$ cat config.mk
export PLATFORM = sky130hd
export DESIGN_NAME = i2c_master_bit_engine_unit
export DESIGN_NICKNAME = d
export VERILOG_FILES = /design/src/rtl/core/i2cm_pkg.sv /design/src/rtl/core/i2c_master_bit_engine_unit.sv /design/src/rtl/core/i2cm_core.sv
export SDC_FILE = /design/constraint.sdc
export NUM_CORES = 1
export LEC_CHECK = 0
export ABC_CLOCK_PERIOD_IN_PS = 4550
export BUFFER_PORTS_ARGS = -buffer_cell sky130_fd_sc_hd__buf_4
export CAP_MARGIN = 20
export CORE_UTILIZATION = 40
export CTS_CLUSTER_DIAMETER = 200
export DETAILED_ROUTE_END_ITERATION = 10
export PLACE_DENSITY_LB_ADDON = 0.3
export SLEW_MARGIN = 10
export SYNTH_ARGS = -nofsm -noshare
export SYNTH_HDL_FRONTEND = slang
export SYNTH_SLANG_ARGS = --single-unit
$ cat constraint.sdc
create_clock -name clock -period 4.55 [get_ports clock]
set_input_delay 0.91 -clock clock [delete_from_list [all_inputs] [get_ports clock]]
set_output_delay 0.91 -clock clock [all_outputs]
set_load 0.03 [all_outputs]
$ cat src/rtl/core/i2cm_pkg.sv
`default_nettype none

package i2cm_pkg;

   // Command codes carried in the request tuser field.
   localparam logic [2:0] REQ_NONE  = 3'd0;
   localparam logic [2:0] REQ_START = 3'd1;
   localparam logic [2:0] REQ_STOP  = 3'd2;
   localparam logic [2:0] REQ_WRITE = 3'd3;
   localparam logic [2:0] REQ_READ  = 3'd4;

   // Configuration register indexes.
   localparam logic CSR_PHASE_TICKS = 1'b0;
   localparam logic CSR_POLL_LIMIT  = 1'b1;

   // Register reset values.
   localparam logic [15:0] PHASE_TICKS_RESET = 16'd12;
   localparam logic [7:0]  POLL_LIMIT_RESET  = 8'd255;

   // Widths of the packed stream payloads.
   localparam int REQ_DATA_W = 16;
   localparam int REQ_USER_W = 3;
   localparam int RSP_DATA_W = 16;

   // One accepted request item: one bus tick.
   typedef struct packed {
      logic [2:0] req_type;
      logic [7:0] write_byte;
      logic       read_ack;
      logic       sda_in;
   } i2cm_item_type;

   // One result item: the pin levels and status after the tick.
   typedef struct packed {
      logic       scl_out;
      logic       sda_out;
      logic       sda_drive;
      logic       busy_res;
      logic       done_res;
      logic       ack_ok;
      logic [7:0] read_data;
   } i2cm_result_type;

   // Configuration values seen by the engine.
   typedef struct packed {
      logic [15:0] phase_ticks;
      logic [7:0]  ack_poll_limit;
   } i2cm_cfg_type;

endpackage

`default_nettype wire

$ cat src/rtl/core/i2c_master_bit_engine_unit.sv
`default_nettype none

// Channel  Dir  Ports                     Contents
// req      in   req_tvalid/tready/tdata   one bus tick: write_byte, read_ack, sda_in
//                req_tuser                 req_type
// rsp      out  rsp_tvalid/tready/tdata   pins and status after that tick
// csr      in   csr_we/index/wdata        phase_ticks (0), ack_poll_limit (1)
//
// Each item goes through an input register, the engine logic and an output
// register; one item per cycle is sustained while rsp is not stalled.
// The engine state update, done once per item, sets the rate.
// Reset is synchronous; afterwards the bus is idle with SCL and SDA high.
// A stall on rsp holds the result; req then takes an item into its
// register only while that register is empty, and stalls otherwise.

module i2c_master_bit_engine_unit
   import i2cm_pkg::*;
(
   input  wire logic                  clock,
   input  wire logic                  reset,
   input  wire logic                  req_tvalid,
   output logic                       req_tready,
   // [7:0] write_byte, [8] read_ack, [9] sda_in, [15:10] zero
   input  wire logic [REQ_DATA_W-1:0] req_tdata,
   // [2:0] req_type
   input  wire logic [REQ_USER_W-1:0] req_tuser,
   output logic                       rsp_tvalid,
   input  wire logic                  rsp_tready,
   // [0] scl_out, [1] sda_out, [2] sda_drive, [3] busy_res, [4] done_res,
   // [5] ack_ok, [13:6] read_data, [15:14] zero
   output logic [RSP_DATA_W-1:0]      rsp_tdata,
   input  wire logic                  csr_we,
   input  wire logic                  csr_index,
   input  wire logic [15:0]           csr_wdata
);

   i2cm_cfg_type    cfg_ff;
   i2cm_item_type   item_ff, item_in;
   logic            item_valid_ff;
   i2cm_result_type result_ff, result_in;
   logic            rsp_valid_ff;
   logic            out_ready;
   logic            step_en;

   // Configuration registers.
   always_ff @(posedge clock) begin
      if (reset) begin
         cfg_ff.phase_ticks    <= PHASE_TICKS_RESET;
         cfg_ff.ack_poll_limit <= POLL_LIMIT_RESET;
      end else if (csr_we) begin
         case (csr_index)
            CSR_PHASE_TICKS: cfg_ff.phase_ticks    <= csr_wdata;
            CSR_POLL_LIMIT:  cfg_ff.ack_poll_limit <= csr_wdata[7:0];
            default:         cfg_ff <= cfg_ff;
         endcase
      end
   end

   // Handshake: the engine steps when an item waits and the output can load.
   assign out_ready  = !rsp_valid_ff || rsp_tready;
   assign step_en    = item_valid_ff && out_ready;
   assign req_tready = !item_valid_ff || out_ready;

   assign item_in.req_type   = req_tuser;
   assign item_in.write_byte = req_tdata[7:0];
   assign item_in.read_ack   = req_tdata[8];
   assign item_in.sda_in     = req_tdata[9];

   // Input register.
   always_ff @(posedge clock) begin
      if (reset) begin
         item_valid_ff <= 1'b0;
      end else if (req_tready) begin
         item_valid_ff <= req_tvalid;
      end
   end

   always_ff @(posedge clock) begin
      if (req_tready && req_tvalid) begin
         item_ff <= item_in;
      end
   end

   i2cm_core u_core (
      .clock   (clock),
      .reset   (reset),
      .step_en (step_en),
      .item    (item_ff),
      .cfg     (cfg_ff),
      .result  (result_in)
   );

   // Output register.
   always_ff @(posedge clock) begin
      if (reset) begin
         rsp_valid_ff <= 1'b0;
      end else if (out_ready) begin
         rsp_valid_ff <= item_valid_ff;
      end
   end

   always_ff @(posedge clock) begin
      if (step_en) begin
         result_ff <= result_in;
      end
   end

   assign rsp_tvalid = rsp_valid_ff;
   assign rsp_tdata  = {2'b00, result_ff.read_data, result_ff.ack_ok, result_ff.done_res,
                        result_ff.busy_res, result_ff.sda_drive, result_ff.sda_out,
                        result_ff.scl_out};

   // A processed item always reaches the output register.
   a_step_loads: assert property (@(posedge clock) disable iff (reset)
      step_en |=> rsp_valid_ff)
      else $error("processed item did not reach the output register");

   // A waiting item is never dropped while the output stalls.
   a_item_held: assert property (@(posedge clock) disable iff (reset)
      item_valid_ff && !step_en |=> item_valid_ff)
      else $error("waiting item lost");

   // Ack and read data appear only with the completion pulse.
   a_done_fields: assert property (@(posedge clock) disable iff (reset)
      rsp_valid_ff && !result_ff.done_res |-> !result_ff.ack_ok && result_ff.read_data == 8'd0)
      else $error("completion fields without done");

   // A completing command always leaves the engine idle.
   a_done_idle: assert property (@(posedge clock) disable iff (reset)
      rsp_valid_ff && result_ff.done_res |-> !result_ff.busy_res)
      else $error("done while still busy");

endmodule

`default_nettype wire

$ cat src/rtl/core/i2cm_core.sv
`default_nettype none

module i2cm_core
   import i2cm_pkg::*;
(
   input  wire logic            clock,
   input  wire logic            reset,
   input  wire logic            step_en,
   input  wire i2cm_item_type   item,
   input  wire i2cm_cfg_type    cfg,
   output i2cm_result_type      result
);

   typedef enum logic [2:0] {
      ST_IDLE,
      ST_START,
      ST_STOP,
      ST_WRITE,
      ST_READ
   } state_type;

   state_type   state_ff, state_in;
   logic [2:0]  phase_ff, phase_in;
   logic [3:0]  bits_ff, bits_in;
   logic [7:0]  shift_ff, shift_in;
   logic [15:0] delay_ff, delay_in;
   logic [7:0]  poll_ff, poll_in;
   logic        scl_ff, scl_in;
   logic        sda_ff, sda_lvl_in;
   logic        dir_ff, dir_in;
   logic        ack_seen_ff, ack_seen_in;
   logic        ack_mode_ff, ack_mode_in;

   // Next state for one tick: command launch, phase delay, phase advance,
   // then the pin actions of the phase that is entered.
   always_comb begin
      logic enter;
      logic done;
      enter       = 1'b0;
      done        = 1'b0;
      state_in    = state_ff;
      phase_in    = phase_ff;
      bits_in     = bits_ff;
      shift_in    = shift_ff;
      delay_in    = delay_ff;
      poll_in     = poll_ff;
      scl_in      = scl_ff;
      sda_lvl_in  = sda_ff;
      dir_in      = dir_ff;
      ack_seen_in = ack_seen_ff;
      ack_mode_in = ack_mode_ff;
      result      = '0;

      if (state_ff == ST_IDLE) begin
         enter    = 1'b1;
         phase_in = 3'd0;
         bits_in  = 4'd0;
         case (item.req_type)
            REQ_START: state_in = ST_START;
            REQ_STOP:  state_in = ST_STOP;
            REQ_WRITE: begin
               state_in    = ST_WRITE;
               shift_in    = item.write_byte;
               ack_seen_in = 1'b0;
            end
            REQ_READ: begin
               state_in    = ST_READ;
               shift_in    = 8'd0;
               ack_mode_in = item.read_ack;
            end
            default: begin
               enter    = 1'b0;
               phase_in = phase_ff;
               bits_in  = bits_ff;
            end
         endcase
      end else if (delay_ff != 16'd0) begin
         delay_in = delay_ff - 16'd1;
      end else begin
         // The current phase has run out: move to the next one.
         enter = 1'b1;
         case (state_ff)
            ST_START: begin
               if (phase_ff >= 3'd2) done = 1'b1;
               else phase_in = phase_ff + 3'd1;
            end
            ST_STOP: begin
               if (phase_ff >= 3'd3) done = 1'b1;
               else phase_in = phase_ff + 3'd1;
            end
            ST_WRITE: begin
               if (phase_ff == 3'd2) begin
                  bits_in  = bits_ff + 4'd1;
                  phase_in = (bits_in < 4'd8) ? 3'd0 : 3'd3;
               end else if (phase_ff == 3'd5) begin
                  phase_in = phase_ff;
               end else if (phase_ff >= 3'd7) begin
                  done = 1'b1;
               end else begin
                  phase_in = phase_ff + 3'd1;
               end
            end
            ST_READ: begin
               if (phase_ff == 3'd1) begin
                  shift_in = {shift_ff[6:0], item.sda_in};
                  bits_in  = bits_ff + 4'd1;
                  phase_in = (bits_in < 4'd8) ? 3'd0 : 3'd2;
               end else if (phase_ff >= 3'd4) begin
                  done = 1'b1;
               end else begin
                  phase_in = phase_ff + 3'd1;
               end
            end
            default: done = 1'b1;
         endcase
         if (done) begin
            enter           = 1'b0;
            result.done_res = 1'b1;
            if (state_ff == ST_WRITE) result.ack_ok = ack_seen_ff;
            if (state_ff == ST_READ) result.read_data = shift_ff;
            state_in = ST_IDLE;
            phase_in = 3'd0;
         end
      end

      // Pin actions of the phase being entered, and its delay.
      if (enter) begin
         case (state_in)
            ST_START: begin
               if (phase_in == 3'd0) begin
                  dir_in     = 1'b1;
                  sda_lvl_in = 1'b1;
               end else if (phase_in == 3'd1) begin
                  scl_in = 1'b1;
               end else begin
                  sda_lvl_in = 1'b0;
               end
            end
            ST_STOP: begin
               if (phase_in == 3'd0) scl_in = 1'b0;
               else if (phase_in == 3'd1) sda_lvl_in = 1'b0;
               else if (phase_in == 3'd2) scl_in = 1'b1;
               else sda_lvl_in = 1'b1;
            end
            ST_WRITE: begin
               case (phase_in)
                  3'd0: scl_in = 1'b0;
                  3'd1: begin
                     sda_lvl_in = shift_in[7];
                     shift_in   = {shift_in[6:0], 1'b0};
                  end
                  3'd2: scl_in = 1'b1;
                  3'd3: scl_in = 1'b0;
                  3'd4: begin
                     dir_in  = 1'b0;
                     scl_in  = 1'b1;
                     poll_in = cfg.ack_poll_limit;
                  end
                  3'd5: begin
                     // Low SDA is an ack; each high sample uses up one poll.
                     if (!item.sda_in) begin
                        ack_seen_in = 1'b1;
                        phase_in    = 3'd6;
                        scl_in      = 1'b0;
                     end else begin
                        poll_in = poll_in - 8'd1;
                        if (poll_in == 8'd0) begin
                           ack_seen_in = 1'b0;
                           phase_in    = 3'd6;
                           scl_in      = 1'b0;
                        end
                     end
                  end
                  3'd6: scl_in = 1'b0;
                  default: dir_in = 1'b1;
               endcase
            end
            ST_READ: begin
               if (phase_in == 3'd0) begin
                  scl_in = 1'b0;
                  dir_in = 1'b0;
               end else if (phase_in == 3'd1) begin
                  scl_in = 1'b1;
               end else if (phase_in == 3'd2) begin
                  scl_in = 1'b0;
               end else if (phase_in == 3'd3) begin
                  dir_in     = 1'b1;
                  sda_lvl_in = !ack_mode_in;
               end else begin
                  scl_in = 1'b1;
               end
            end
            default: scl_in = scl_in;
         endcase
         delay_in = (cfg.phase_ticks == 16'd0) ? 16'd0 : cfg.phase_ticks - 16'd1;
      end

      result.scl_out   = scl_in;
      result.sda_out   = sda_lvl_in;
      result.sda_drive = dir_in;
      result.busy_res  = (state_in != ST_IDLE);
   end

   // Engine state advances once per processed item.
   always_ff @(posedge clock) begin
      if (reset) begin
         state_ff    <= ST_IDLE;
         phase_ff    <= 3'd0;
         bits_ff     <= 4'd0;
         shift_ff    <= 8'd0;
         delay_ff    <= 16'd0;
         poll_ff     <= 8'd0;
         scl_ff      <= 1'b1;
         sda_ff      <= 1'b1;
         dir_ff      <= 1'b1;
         ack_seen_ff <= 1'b0;
         ack_mode_ff <= 1'b0;
      end else if (step_en) begin
         state_ff    <= state_in;
         phase_ff    <= phase_in;
         bits_ff     <= bits_in;
         shift_ff    <= shift_in;
         delay_ff    <= delay_in;
         poll_ff     <= poll_in;
         scl_ff      <= scl_in;
         sda_ff      <= sda_lvl_in;
         dir_ff      <= dir_in;
         ack_seen_ff <= ack_seen_in;
         ack_mode_ff <= ack_mode_in;
      end
   end

endmodule

`default_nettype wire

Word-level counts from Yosys, hierarchy flattened
Cells that the tools add are included.
{"block": "totals", "register_bits": 100, "elab_cells": 198, "output_inout_bits": 18}
{"block": "op_classes", "addsub": 5, "reduce_logical": 28, "bitwise_logic": 4, "n_eq_ne": 27, "magnitude_cmp": 5, "n_mux": 103}
{"cell": "$mux W8", "n": 9}
{"cell": "$mux W16", "n": 4}
{"cell": "$mux W3", "n": 19}
{"cell": "$mux W1", "n": 52}
{"cell": "$pmux W8 S2", "n": 2}
{"cell": "$sub A16 B1 Y16 const B", "n": 2}
{"cell": "$eq A3 B2 Y1 const B", "n": 9}
{"cell": "$pmux W3 S4", "n": 2}
{"cell": "$eq A3 B3 Y1 const B", "n": 7}
{"cell": "$mux W4", "n": 5}
{"cell": "$logic_not A16 Y1", "n": 1}
{"cell": "$reduce_bool A16 Y1", "n": 1}
{"cell": "$eq A3 B1 Y1 const B", "n": 5}
{"cell": "$pmux W1 S4", "n": 3}
{"cell": "$reduce_or A4 Y1", "n": 3}
{"cell": "$mux W10", "n": 1}
{"cell": "$logic_not A8 Y1", "n": 1}
{"cell": "$pmux W4 S2", "n": 1}
{"cell": "$sub A8 B1 Y8 const B", "n": 1}
{"cell": "$ge A3 B2 Y1 const B", "n": 2}
{"cell": "$ge A3 B3 Y1 const B", "n": 2}
{"cell": "$logic_not A3 Y1", "n": 2}
{"cell": "$ne A2 B2 Y1 const B", "n": 3}
{"cell": "$ne A3 B1 Y1 const B", "n": 2}
{"cell": "other kinds (20)", "n": 33}

Longest topological paths before layout
{"block": "depth", "depth_word": 17, "depth_mapped": 15, "mapped_depth_nobuf": 11}

Modules after synthesis
From an unflattened synthesis, not the netlist that was laid out.
{"block": "hier_totals", "cells_unflattened": 695, "area_unflattened_um2": 6079.6}
{"mod": "i2cm_core", "seq_area_each_um2": 940.9, "area_per_inst_um2": 4072.7, "n_inst": 1, "cells_per_inst": 555}
{"mod": "i2c_master_bit_engine_unit", "seq_area_each_um2": 1331.3, "area_per_inst_um2": 2006.9, "n_inst": 1, "cells_per_inst": 140}

Least setup slack after synthesis
Ideal clock, no wire load.
{"block": "synth_timing", "kind": "reg-to-reg", "from": "register u_core.phase_ff[2]", "to": "register result_ff (netlist bit rsp_tdata[2]) (data pin)", "setup_time_ps": 270, "n_path_buf": 3, "stages_incl_launch_ff": 15, "setup_slack_ps": 1541, "t_arrival_ps": 2738, "synth_period_minus_slack_ps": 3009, "path_cell_list": "dfxtp_1 -> buf_2 -> buf_2 -> inv_1 -> ha_1 -> a211oi_2 -> nor2b_1 -> a211oi_2 -> nand2_4 -> o21a_1 -> buf_2 -> mux2_2 -> a2bb2oi_1 -> a22oi_1 -> o21ai_0"}
{"item": "start, declared", "line": "i2cm_core.sv:23", "rtl": "logic [2:0] phase_ff, phase_in;"}
{"item": "start signal, assigned", "line": "i2cm_core.sv:220", "rtl": "phase_ff <= phase_in;"}
{"item": "end signal, assigned", "line": "i2c_master_bit_engine_unit.sv:104", "rtl": "result_ff <= result_in;"}
{"item": "end, declared", "line": "i2c_master_bit_engine_unit.sv:40", "rtl": "i2cm_result_type result_ff, result_in;"}

==> results.json <==
{
  "grt_pass1_vias": 4854,
  "initial_core_util": 0.413,
  "place.gp.congestion": 0.891,
  "fin_ws_ps": 868,
  "place_inst": 896,
  "synth.most_common_cell": "nand2_1",
  "postPlaceCellArea_um2": 6290,
  "grt_start_max_net_pins": 76,
  "setup_viol": 0,
  "antenna_found_initial": 0,
  "finalHoldViolCount": 0,
  "vias": 5133,
  "die_h_um": 122,
  "synth-edff-count": 27,
  "clk_path_buf_depth": 2,
  "syn_area_um2": 5780,
  "p_total_mw": 2.16,
  "cts_hold_buf": 0,
  "crit_arrival_ps": 3750,
  "nets": 778,
  "num_io_pins": 59,
  "crit_top_cell": "mux2_2",
  "worstMarginPinSlew_ps": 961,
  "wirelength_um": 14200,
  "dieArea_um2": 14900,
  "dp_hpwl_um": 10300,
  "ys_ff_latch": 100,
  "drt_pass1_iterations": 5,
  "yosys-top-cells-count": "101 x nand2_1, 73 x dfxtp_1, 57 x nor2_1",
  "cts_resized": 0,
  "htreeDepth": 3,
  "relSlewSlack": 0.358,
  "cts-root-buf": "clkbuf_16",
  "cp_cell_sequence": "inv_1 -> ha_1 -> mux2_2 -> o311ai_2 -> a211oi_2 -> buf_4 -> nor3_1 -> o22ai_1 -> mux2_2 -> a2bb2oi_1 -> a22oi_1 -> o21ai_0",
  "cp_slowest_cell": "dfxtp_1",
  "fin_area_um2": 6570,
  "rsz0062_at_grt": "false",
  "grt_pass1_wl_um": 23800,
  "syn_inst": 691,
  "hold_slack_ps": 463,
  "grt_overflow": 0,
  "power.leakage_nw": 2.43,
  "placement_rows": 43,
  "maxSlewViolCount": 0,
  "power_per_cell_area_nw_per_um2": 328,
  "fin_cells": 912,
  "drc": 0,
  "ys_async_sr_fraction": 0,
  "drive_gt1_frac": 0.142,
  "cts_made_buffers": 9,
  "post-cts-setup-buffers": 0,
  "period_needed_ps": 3680,
  "clock.fmax_mhz": 272,
  "coreArea_um2": 14000,
  "routed_via_density": 5.63,
  "ys.flop_type": "dfxtp_1",
  "cts_tree": "done",
  "utilization": 0.469,
  "cp_max_fo": 12,
  "clk_pin_slew_ps": 70,
  "crit_buf_inv": 2,
  "die_x_um": 122,
  "cts.sinks": 100,
  "fin_tns_setup_ps": 0,
  "ys_seq_area_frac": 0.393,
  "path_class": "register to register",
  "cp-start-kind": "register",
  "vdd_drop_max_mv": 0.182,
  "drt_iter0_markers": 378,
  "wire_per_inst_um": 15.6,
  "fin_crit_sh": 0.809,
  "ys_top_cells_by_area": "dfxtp_1 25%, edfxtp_1 14%, nand2_1 6.6%",
  "ant_nets": 0,
  "post-place-ws_ps": 922,
  "crit_required_ps": 4620,
  "avgSynthCellArea_um2": 8.36,
  "crit_path_max_incr_delay_ps": 610,
  "num_antenna_cells": 0,
  "grt_usage": 0.201,
  "hp-class": "register to register",
  "cp-end-kind": "register",
  "io_buffers": 50,
  "synth_cell_type_count": 72,
  "outcome": "complete, no violations",
  "clock_skew_ps": 7.01,
  "yosysWarnings": 0,
  "cap_violations": 0,
  "clk_latency_ps": 350,
  "yosysTopAreaCellShare": 0.253,
  "synth.largest_area_cell": "dfxtp_1",
  "syn_to_final_growth_pct": 13.7,
  "critPathTopFamily": "compound AO/OA/AOI/OAI gates",
  "num-fill-cells": 1344
}
cell families (layout without fill, tap and decap cells):
group | Yosys count | after routing | share of synthesized area
muxes | 22 | 22 | 0.0394
adders and majority gates | 10 | 10 | 0.0217
DFF | 100 | 100 | 0.393
other | 1 | 2 | 0.000649
AOI/OAI and AO/OA | 193 | 193 | 0.219
xor gates and xnor gates | 18 | 18 | 0.0273
buffers and inverters | 60 | 100 | 0.0455
and+or+nand+nor | 287 | 287 | 0.253
layer usage:
| layer | share of wire | global-route usage |
|---|---|---|
| met1 | 0.47 | 0.270 |
| met4 | 0.018 | 0.0785 |
| met5 | 0 | 0 |
| met3 | 0.027 | 0.0257 |
| met2 | 0.48 | 0.328 |
final timing paths:
check | from | endpoint | slack [ps] | cells past startpoint
max | u_core.phase_ff[1] | rsp_tdata[2] | 870 | 12
min | cfg_ff[2] | cfg_ff[2] | 460 | 1
max reg2reg | u_core.phase_ff[1] | rsp_tdata[2] | 870 | 12
min reg2reg | cfg_ff[2] | cfg_ff[2] | 460 | 1
final cells by class:
cell class,instances,area [um^2],share of cell area
Clock buffer,10,239,0.0364
Clock inverter,6,38.8,0.00591
Inverter,22,82.6,0.0126
Multi-Input combinational cell,532,3240,0.494
Sequential cell,100,2270,0.346
Tap cell,180,225,0.0343
Timing Repair Buffer,62,465,0.0709
cells in the final DEF, fill, tap and decap left out, types with 12 or more instances in the layout:
master | synthesis | routed
edfxtp_1 | 27 | 27
nor3_1 | 28 | 28
o21ai_0 | 45 | 45
mux2i_1 | 16 | 16
inv_1 | 22 | 23
nand3b_1 | 12 | 12
a22oi_1 | 21 | 21
and3_1 | 12 | 12
dfxtp_1 | 73 | 73
buf_4 | 4 | 62
nand3_1 | 12 | 12
a21oi_1 | 52 | 52
nor2_1 | 57 | 57
and2_1 | 13 | 13
nand2_1 | 101 | 101
where the power goes:
group	internal (mW)	total [mW]	switching [mW]
registers	0.955	0.994	0.0394
logic	0.166	0.436	0.270
clock network	0.385	0.725	0.339
total	1.51	2.16	0.649
flip-flops by register name (all words and copies together) (netlist names):
signal              cells
cfg_ff                 24
u_core.delay_ff        16
rsp_tdata              14
item_ff                13
u_core.poll_ff          8
u_core.shift_ff         8
u_core.bits_ff          4
u_core.phase_ff         3
u_core.state_ff         3
item_valid_ff           1
rsp_tvalid              1
u_core.ack_mode_ff      1
u_core.ack_seen_ff      1
u_core.dir_ff           1
u_core.scl_ff           1
u_core.sda_ff           1
No activity file was read; power rests on OpenSTA's default activity.
